===== src/rtl/core/mctm_pkg.sv =====
// ----------------------------------------------------------------------------
// Motor current/torque model package
// Widths, constants and item types shared by the pipeline modules.
// ----------------------------------------------------------------------------
`default_nettype none

package mctm_pkg;

   // Number format
   localparam int FRAC_BITS           = 16;
   localparam int SIGN_POLY_ORDER_DEF = 3;
   localparam int DW                  = 32;              // data fields
   localparam int KW                  = 31;              // coefficient registers
   localparam int SW                  = FRAC_BITS + 2;   // smoothed sign, signed
   localparam int PW                  = 2*DW - 1;        // coefficient times data
   localparam int TW                  = PW - FRAC_BITS + 1;
   localparam int NUM_W               = TW + 2;          // sum of four terms
   localparam int QW                  = DW + 1;          // quotient bits
   localparam int NW                  = NUM_W + FRAC_BITS + 1; // dividend
   localparam int IDX_W               = 3;

   // Pipeline depth per unit
   localparam int SIGN_STG  = 3;
   localparam int BLEND_STG = 2;
   localparam int TERM_STG  = 3;
   localparam int DIV_STG   = QW + 3;
   localparam int NSTG      = SIGN_STG + BLEND_STG + TERM_STG + DIV_STG;

   localparam int SIGN_TH_I = ((1 << FRAC_BITS) + 5) / 10;

   localparam logic signed [SW-1:0] S_ONE       = {2'b01, {FRAC_BITS{1'b0}}};
   localparam logic signed [SW-1:0] S_MONE      = -S_ONE;
   localparam logic signed [DW-1:0] SIGN_TH     = DW'(SIGN_TH_I);
   localparam logic signed [DW-1:0] SIGN_TH_NEG = -SIGN_TH;
   localparam logic signed [DW-1:0] OUT_MAX     = {1'b0, {(DW-1){1'b1}}};
   localparam logic signed [DW-1:0] OUT_MIN     = {1'b1, {(DW-1){1'b0}}};
   localparam logic [KW-1:0]        GAIN_RESET  = {{(KW-FRAC_BITS-1){1'b0}}, 1'b1,
                                                   {FRAC_BITS{1'b0}}};

   // Opcodes
   localparam logic OP_TORQUE_TO_CURRENT = 1'b0;
   localparam logic OP_CURRENT_TO_TORQUE = 1'b1;

   // Register indexes
   localparam logic [IDX_W-1:0] REG_TORQUE_GAIN_POS = IDX_W'(0);
   localparam logic [IDX_W-1:0] REG_TORQUE_GAIN_NEG = IDX_W'(1);
   localparam logic [IDX_W-1:0] REG_FRICTION_POS    = IDX_W'(2);
   localparam logic [IDX_W-1:0] REG_FRICTION_NEG    = IDX_W'(3);
   localparam logic [IDX_W-1:0] REG_VISCOUS_POS     = IDX_W'(4);
   localparam logic [IDX_W-1:0] REG_VISCOUS_NEG     = IDX_W'(5);
   localparam logic [IDX_W-1:0] REG_INERTIA_POS     = IDX_W'(6);
   localparam logic [IDX_W-1:0] REG_INERTIA_NEG     = IDX_W'(7);

   typedef struct packed {
      logic [KW-1:0] tgain_pos, tgain_neg;
      logic [KW-1:0] fric_pos, fric_neg;
      logic [KW-1:0] visc_pos, visc_neg;
      logic [KW-1:0] inert_pos, inert_neg;
   } cfg_type;

   typedef struct packed {
      logic                   op;
      logic signed [DW-1:0]   x, dq, ddq;
      logic signed [SW-1:0]   s;
   } sgn_type;

   typedef struct packed {
      logic                   op;
      logic signed [DW-1:0]   x, dq, ddq;
      logic signed [SW-1:0]   s;
      logic [KW-1:0]          kt, kf, kv, ka;
   } coef_type;

   typedef struct packed {
      logic                    op;
      logic signed [NUM_W-1:0] num;
      logic [KW-1:0]           kt;
   } num_type;

endpackage

`default_nettype wire


===== src/rtl/core/mctm_sign.sv =====
// ----------------------------------------------------------------------------
// Smoothed sign
// Three stages: scale and clamp velocity, square, cube and select.
// ----------------------------------------------------------------------------
`default_nettype none

module mctm_sign #(
   parameter int SIGN_POLY_ORDER = 3
) (
   input  logic                            clock,
   input  logic                            en,
   input  logic                            in_op,
   input  logic signed [mctm_pkg::DW-1:0]  in_x,
   input  logic signed [mctm_pkg::DW-1:0]  in_dq,
   input  logic signed [mctm_pkg::DW-1:0]  in_ddq,
   output mctm_pkg::sgn_type               sgn_out
);
   import mctm_pkg::*;

   typedef struct packed {
      logic                 op;
      logic signed [DW-1:0] x, dq, ddq;
      logic                 gt, lt, vpos;
      logic signed [SW-1:0] a;
   } raw_type;

   localparam logic [2*SW-1:0] RND_HALF = (2*SW)'(1) << (FRAC_BITS - 1);

   raw_type                raw1_in, raw1_ff, raw2_ff;
   logic signed [SW-1:0]   a2_in, a2_ff;
   logic signed [SW-1:0]   v_n;
   logic signed [SW+3:0]   v_x, a_w;
   logic signed [2*SW-1:0] sq;
   logic [SW-1:0]          mag_a, a3m;
   logic [2*SW-1:0]        cu;
   logic signed [SW-1:0]   a3, shaped;
   sgn_type                sgn_in, sgn_ff;

   // Stage 1: threshold compare, a = 10*velocity clamped to +-1
   always_comb begin
      v_n          = in_dq[SW-1:0];
      v_x          = (SW+4)'(v_n);
      a_w          = (v_x <<< 3) + (v_x <<< 1);
      raw1_in.op   = in_op;
      raw1_in.x    = in_x;
      raw1_in.dq   = in_dq;
      raw1_in.ddq  = in_ddq;
      raw1_in.gt   = in_dq > SIGN_TH;
      raw1_in.lt   = in_dq < SIGN_TH_NEG;
      raw1_in.vpos = in_dq > 0;
      if (a_w > (SW+4)'(S_ONE)) begin
         raw1_in.a = S_ONE;
      end else if (a_w < (SW+4)'(S_MONE)) begin
         raw1_in.a = S_MONE;
      end else begin
         raw1_in.a = a_w[SW-1:0];
      end
   end

   // Stage 2: a^2 rounded
   always_comb begin
      sq    = (2*SW)'(raw1_ff.a) * (2*SW)'(raw1_ff.a);
      a2_in = SW'(($unsigned(sq) + RND_HALF) >> FRAC_BITS);
   end

   // Stage 3: a^3 rounded, shape by order, saturate beyond threshold
   always_comb begin
      mag_a = raw2_ff.a[SW-1] ? SW'(-raw2_ff.a) : SW'(raw2_ff.a);
      cu    = (2*SW)'($unsigned(a2_ff)) * (2*SW)'(mag_a);
      a3m   = SW'((cu + RND_HALF) >> FRAC_BITS);
      a3    = raw2_ff.a[SW-1] ? -$signed(a3m) : $signed(a3m);
      if (SIGN_POLY_ORDER == 1) begin
         shaped = raw2_ff.a;
      end else if (SIGN_POLY_ORDER == 2) begin
         shaped = raw2_ff.vpos ? a2_ff : -a2_ff;
      end else begin
         shaped = a3;
      end
      sgn_in.op  = raw2_ff.op;
      sgn_in.x   = raw2_ff.x;
      sgn_in.dq  = raw2_ff.dq;
      sgn_in.ddq = raw2_ff.ddq;
      priority if (raw2_ff.gt) begin
         sgn_in.s = S_ONE;
      end else if (raw2_ff.lt) begin
         sgn_in.s = S_MONE;
      end else begin
         sgn_in.s = shaped;
      end
   end

   always_ff @(posedge clock) begin
      if (en) begin
         raw1_ff <= raw1_in;
         raw2_ff <= raw1_ff;
         a2_ff   <= a2_in;
         sgn_ff  <= sgn_in;
      end
   end

   assign sgn_out = sgn_ff;

endmodule

`default_nettype wire


===== config.mk =====
export PLATFORM = sky130hd
export DESIGN_NAME = mctm_sign
export DESIGN_NICKNAME = d
export VERILOG_FILES = /design/src/rtl/core/mctm_pkg.sv /design/src/rtl/core/mctm_sign.sv
export SDC_FILE = /design/constraint.sdc
export NUM_CORES = 2
export LEC_CHECK = 0
export BUFFER_PORTS_ARGS = -buffer_cell sky130_fd_sc_hd__clkbuf_2
export CELL_PAD_IN_SITES_DETAIL_PLACEMENT = 1
export CELL_PAD_IN_SITES_GLOBAL_PLACEMENT = 1
export CORE_MARGIN = 4
export CORE_UTILIZATION = 45
export DETAILED_ROUTE_END_ITERATION = 8
export PLACE_DENSITY_LB_ADDON = 0.1
export SYNTH_ARGS = -nofsm -noshare
export SYNTH_HDL_FRONTEND = slang
export SYNTH_SLANG_ARGS = --single-unit

===== constraint.sdc =====
create_clock -name clock -period 15.2 [get_ports clock]
set_input_delay 1.52 -clock clock [delete_from_list [all_inputs] [get_ports clock]]
set_output_delay 1.52 -clock clock [all_outputs]
set_load 0.03 [all_outputs]

; Word level (Yosys, flattened, before mapping)
; Cells that the tools add are included.
[word_totals]
elab_cells = 39
output_inout_bits = 115
input_bits = 99
register_bits = 367
[op_classes]
n_lt_le_gt_ge = 4
n_mux = 4
mul = 2
n_reduce_logical = 2
add_sub_neg = 5
[ops]
columns = cell, count
row1 = $mux 18, 4
row2 = $add 34x16->34 const B, 2
row3 = $mul 18x18->34, 2
row4 = $neg 18->18, 2
row5 = $gt 32x14->1 const B, 1
row6 = $lt 32x14->1 const B, 1
row7 = $add 21x19->22, 1
row8 = $gt 22x18->1 const B, 1
row9 = $lt 22x17->1 const B, 1
row10 = $reduce_or 2->1, 2

; Logic depth before layout (Yosys ltp)
[logic_depth]
depth_word = 7
ltp_mapped = 33
mapped_depth_nobuf = 30

; Worst setup path before layout
; Ideal clock, no wire load.
[synth_path]
kind = register to register
startpoint = register raw2_ff[4] (netlist name)
endpoint = register sgn_ff (netlist bit sgn_out[17]), data pin
required_time_ns = 15.024
synth_period_minus_slack_ns = 8.792
setup_ns = 0.176
slack_ns = 6.408
stages_incl_launch_ff = 28
n_path_buf = 2
arrival_ns = 8.616
cell_sequence = edfxtp_1 nor4_1 nand3b_1 nand2b_1 nor4b_1 clkbuf_1 nand2_1 fa_1 fa_1 inv_1 fa_1 fa_1 fa_1 inv_1 fa_1 inv_1 ha_1 a21o_1 o21bai_4 a21oi_1 and2b_4 a311o_1 xor2_1 or4_1 buf_2 or3_1 o311a_1 nor4_1
[synth_via]
elab_chain_cells = 7
[synth_rtl]
columns = element, line
row1 = from (decl), mctm_sign.sv:29  ; raw_type raw1_in, raw1_ff, raw2_ff;
row2 = from (signal assigned), mctm_sign.sv:95  ; raw2_ff <= raw1_ff;
row3 = $neg 18->18, mctm_sign.sv:68  ; mag_a = raw2_ff.a[SW-1] ? SW'(-raw2_ff.a) : SW'(raw2_ff.a);
row4 = $mux 18 *, mctm_sign.sv:68
row5 = $mul 18x18->34 *, mctm_sign.sv:69  ; cu = (2*SW)'($unsigned(a2_ff)) * (2*SW)'(mag_a);
row6 = $add 34x16->34 *, mctm_sign.sv:70  ; a3m = SW'((cu + RND_HALF) >> FRAC_BITS);
row7 = $neg 18->18, mctm_sign.sv:71  ; a3 = raw2_ff.a[SW-1] ? -$signed(a3m) : $signed(a3m);
row8 = $mux 18 *, mctm_sign.sv:71
row9 = $mux 18 *, mctm_sign.sv:85  ; end else if (raw2_ff.lt) begin
row10 = to (signal assigned), mctm_sign.sv:97  ; sgn_ff <= sgn_in;
row11 = to (decl), mctm_sign.sv:37  ; sgn_type sgn_in, sgn_ff;
; Mark *: on every way between the ends. The rest lies on a longest branch, timed or not.
; A chain may end at the register's enable or synchronous reset.

; Worst setup path after layout
[layout_path]
startpoint = register raw2_ff[1] (netlist name)
endpoint = register sgn_ff (netlist bit sgn_out[17]), data pin
; Same word-level chain as after synthesis.

==> impl_results.md <==
- Run status: completed
- Most utilized layer in the global route result: met2
- Deepest clock path buffer count: 3
- Leading post-synthesis cells by cell area: sky130_fd_sc_hd__edfxtp_1 (34%), sky130_fd_sc_hd__fa_1 (31%), sky130_fd_sc_hd__ha_1 (9.5%)
- DRT iter0 DRCs: 773
- Area of the multi-input gates: 18900 sq um
- Yosys synthesis warning count: 0
- GR met1 Demand/Resource: 25.5%
- Most frequently used flop master after synthesis: sky130_fd_sc_hd__edfxtp_1
- Detailed Place HPWL: 63000 microns
- Number of gates on the worst path with buffers counted: 26
- Total via count after detailed routing: 20400
- Number of H-tree branching levels: 2
- Initial core utilization: 45.4%
- First-pass GRT wire length: 129000 microns
- Count of filler cells inserted in the layout: 7688
- Net Count, Synth: 3662
- WP buf/inv: 4
- GPL Wtd Cong: 0.861
- Routed length per instance: 19.7 microns
- Fin Setup TNS: 0 ps
- Max Cap Viol: 0
- Period minus WS final: 9470 ps
- Relative max-transition margin: 31.2%
- Start-to-end type of the worst setup path: reg -> reg
- Min-Delay Path Depth: 0
- Global Route Usage Sum: 21.2%
- Worst-Margin Slew: 1030 ps
- DRC violation count after routing: 0
- Post-CTS resize count: 0
- CP Launch Type: flip-flop
- Cts hold-fix bufs: 0
- Most Frequent Cell on Critical Path: sky130_fd_sc_hd__fa_1
- Antenna violations before repair: 2
- Synthesized instance count: 2821
- Maximum cell stage delay along the critical path: 770 ps
- Sequential standard cell area: 11000 sq um
- Input/output buffers: 213
- Nets@finish: 3868
- Slowest cell on the critical path: sky130_fd_sc_hd__xnor2_2
- Met2 track utilization from global routing: 40.5%
- Core area: 71500 sq um
- Setup Viol. Count Final: 0
- Buffer cell driving the clock tree root: sky130_fd_sc_hd__clkbuf_16
- Number of pins with negative max-slew slack in the final report: 0
- GR Layer Usage met3: 2.32%
- Clock net sink count: 365
- Final hold violation count: 0
- Count of distinct cell types in the synthesized netlist: 69
- Cell area after layout: 35900 sq um
- Maximum number of pins on one net before global-route repair: 85
- Type of element capturing the critical path: flip-flop
- Part of the Yosys area used for sequential elements: 33.8%
- Share of the clock period used by the worst path after layout: 62.3%
- Layout area overhead: 10.7%
- Final routed wirelength across all metal layers: 79000 microns
- Die span in x: 277 microns
- Hold crit path type: reg -> reg
- Area of the die: 76500 sq um
- Post-place instance area: 34700 sq um
- Worst-Skew Late Latency: 570 ps
- Mapped cell area: 32500 sq um
- Detailed-routing iteration count for the pre-antenna-repair pass: 7
- Layout cell share with drive strength beyond 1: 10.4%
- Routed via count divided by cell count: 5.09
- Origin of the critical flop-to-flop path: raw2_ff[1]$_DFFE_PP_
- Cell count of the worst reg-to-reg path: 26
- Floorplan die height: 277 microns
- Worst setup startpoint: raw2_ff[1]$_DFFE_PP_
- Number of buffers added by the clock tree synthesis step: 38
- Highest fanout seen on the critical path: 20
- Family of cells with the greatest summed delay on the critical path: adder cells
- Mean instance size in the synthesized netlist: 11.5 sq um
- Core Rows: 98
- Largest area contributor in the synthesized netlist: sky130_fd_sc_hd__edfxtp_1
- Number of global-route vias before repair: 24000
- Async set-reset flop share out of synthesis: 0%
- Number of nets with antenna violations after routing: 0
- Number of enable flip-flop cells after synthesis: 365
- Count of state elements after synthesis: 365
- Arrival @ worst endpoint: 9780 ps
- Clk slew on worst S/H paths: 70 ps
- Setup repair after global routing missed its margin: false
- Fmax: 0.106 GHz
- Setup skew after layout: 20.6 ps
- Portion of synthesized cell area occupied by the leading cell type: 33.8%
- # Post-CTS Setup Buffers: 0
- Number of primary I/O pins: 214
- GRT overflow: 0
- Clock tree from TritonCTS: built
- Worst Hold Launch: raw2_ff[62]$_DFFE_PP_
- Number of inserted diodes: 0
- Worst EP required: 15510 ps
[state kept, by name, indices dropped and copies added, names as in the netlist]
| name | cells |
|---|---|
| raw1_ff | 116 |
| a2_ff | 18 |
| raw2_ff | 116 |
| sgn_out | 115 |
[placed cells by master, fill, tap and decap left out, types with 19 or more instances in the layout]
| master | count |
|---|---|
| sky130_fd_sc_hd__a21o_1 | 19 |
| sky130_fd_sc_hd__a21oi_1 | 57 |
| sky130_fd_sc_hd__and2_1 | 201 |
| sky130_fd_sc_hd__buf_4 | 30 |
| sky130_fd_sc_hd__clkbuf_16 | 38 |
| sky130_fd_sc_hd__clkbuf_2 | 212 |
| sky130_fd_sc_hd__edfxtp_1 | 365 |
| sky130_fd_sc_hd__fa_1 | 496 |
| sky130_fd_sc_hd__ha_1 | 246 |
| sky130_fd_sc_hd__inv_1 | 625 |
| sky130_fd_sc_hd__nand2_1 | 269 |
| sky130_fd_sc_hd__nand2b_1 | 24 |
| sky130_fd_sc_hd__nand4_1 | 19 |
| sky130_fd_sc_hd__nor2_1 | 76 |
| sky130_fd_sc_hd__nor2b_1 | 30 |
| sky130_fd_sc_hd__nor3_1 | 19 |
| sky130_fd_sc_hd__o21ai_0 | 48 |
| sky130_fd_sc_hd__xnor2_1 | 58 |
| sky130_fd_sc_hd__xor2_1 | 33 |
[worst paths after layout]
kind	to	slack (ps)
setup / recovery	sgn_out[17]$_SDFFCE_PP0P_	5730
hold / removal	sgn_out[59]$_DFFE_PP_	420
setup reg to reg	sgn_out[17]$_SDFFCE_PP0P_	5730
hold reg to reg	sgn_out[59]$_DFFE_PP_	420
[logic make-up (layout without fill, tap and decap cells)]
| logic type | Yosys count | count (layout) | synth area share [%] |
|---|---|---|---|
| flops | 365 | 365 | 33.8 |
| buf+inv | 702 | 934 | 8.16 |
| compound gates | 212 | 212 | 4.40 |
| simple gates | 699 | 699 | 10.8 |
| mux | 5 | 5 | 0.158 |
| xor+xnor | 96 | 96 | 2.61 |
| fa+ha+maj | 742 | 742 | 40.1 |
[layer usage]
layer	up-vias	routed length, microns
met2	281	43100
met1	10700	31700
met5	-	13
met4	2	1820
li1	9290	-
met3	84	2330
[synthesized netlist by cell type, types with 3 or more instances]
cell	count
sky130_fd_sc_hd__nor4b_1	5
sky130_fd_sc_hd__o21a_1	9
sky130_fd_sc_hd__a21oi_1	57
sky130_fd_sc_hd__a311oi_1	4
sky130_fd_sc_hd__edfxtp_1	365
sky130_fd_sc_hd__nand2b_1	24
sky130_fd_sc_hd__a211o_1	4
sky130_fd_sc_hd__ha_1	246
sky130_fd_sc_hd__nor2_1	76
sky130_fd_sc_hd__nor4_1	7
sky130_fd_sc_hd__nor2b_1	30
sky130_fd_sc_hd__o2111ai_1	4
sky130_fd_sc_hd__a211oi_1	5
sky130_fd_sc_hd__o31a_1	3
sky130_fd_sc_hd__or2_2	5
sky130_fd_sc_hd__nand2_1	269
sky130_fd_sc_hd__or4_1	4
sky130_fd_sc_hd__o21bai_1	4
sky130_fd_sc_hd__inv_1	625
sky130_fd_sc_hd__o41ai_1	4
sky130_fd_sc_hd__and4_1	3
sky130_fd_sc_hd__a31oi_1	8
sky130_fd_sc_hd__a21o_1	19
sky130_fd_sc_hd__o31ai_1	11
sky130_fd_sc_hd__or3_1	3
sky130_fd_sc_hd__nand3_1	16
sky130_fd_sc_hd__xnor2_1	62
sky130_fd_sc_hd__mux2i_1	4
sky130_fd_sc_hd__nand4_1	19
sky130_fd_sc_hd__o211ai_1	3
sky130_fd_sc_hd__and3_1	12
sky130_fd_sc_hd__clkbuf_1	71
sky130_fd_sc_hd__o21ai_0	48
sky130_fd_sc_hd__fa_1	496
sky130_fd_sc_hd__xor2_1	33
sky130_fd_sc_hd__a21boi_0	4
sky130_fd_sc_hd__nor3_1	19
sky130_fd_sc_hd__and2_1	201
[area by class of cell]
| cell class | count | share of cell area (%) |
|---|---|---|
| multi-input combinational | 1754 | 52.5 |
| timing repair buffer | 243 | 3.62 |
| clock buffer | 44 | 2.71 |
| inverter | 625 | 6.53 |
| clock inverter | 22 | 0.773 |
| sequential | 365 | 30.5 |
| tap | 950 | 3.31 |
[through the flow]
step,worst slack (ps),hold slack [ps],instances,util (%)
after floorplan,6410,400,2821,-
after global placement,6060,400,3937,48.5
after detailed placement,5720,405,3937,48.5
after CTS,5730,417,4003,50.3
after global routing,5130,423,4003,50.3
final,5730,417,4003,50.3
Power is left out: the tool's default activity adds up to more than one toggle a clock period on the data nets, which glitch-free logic cannot reach.
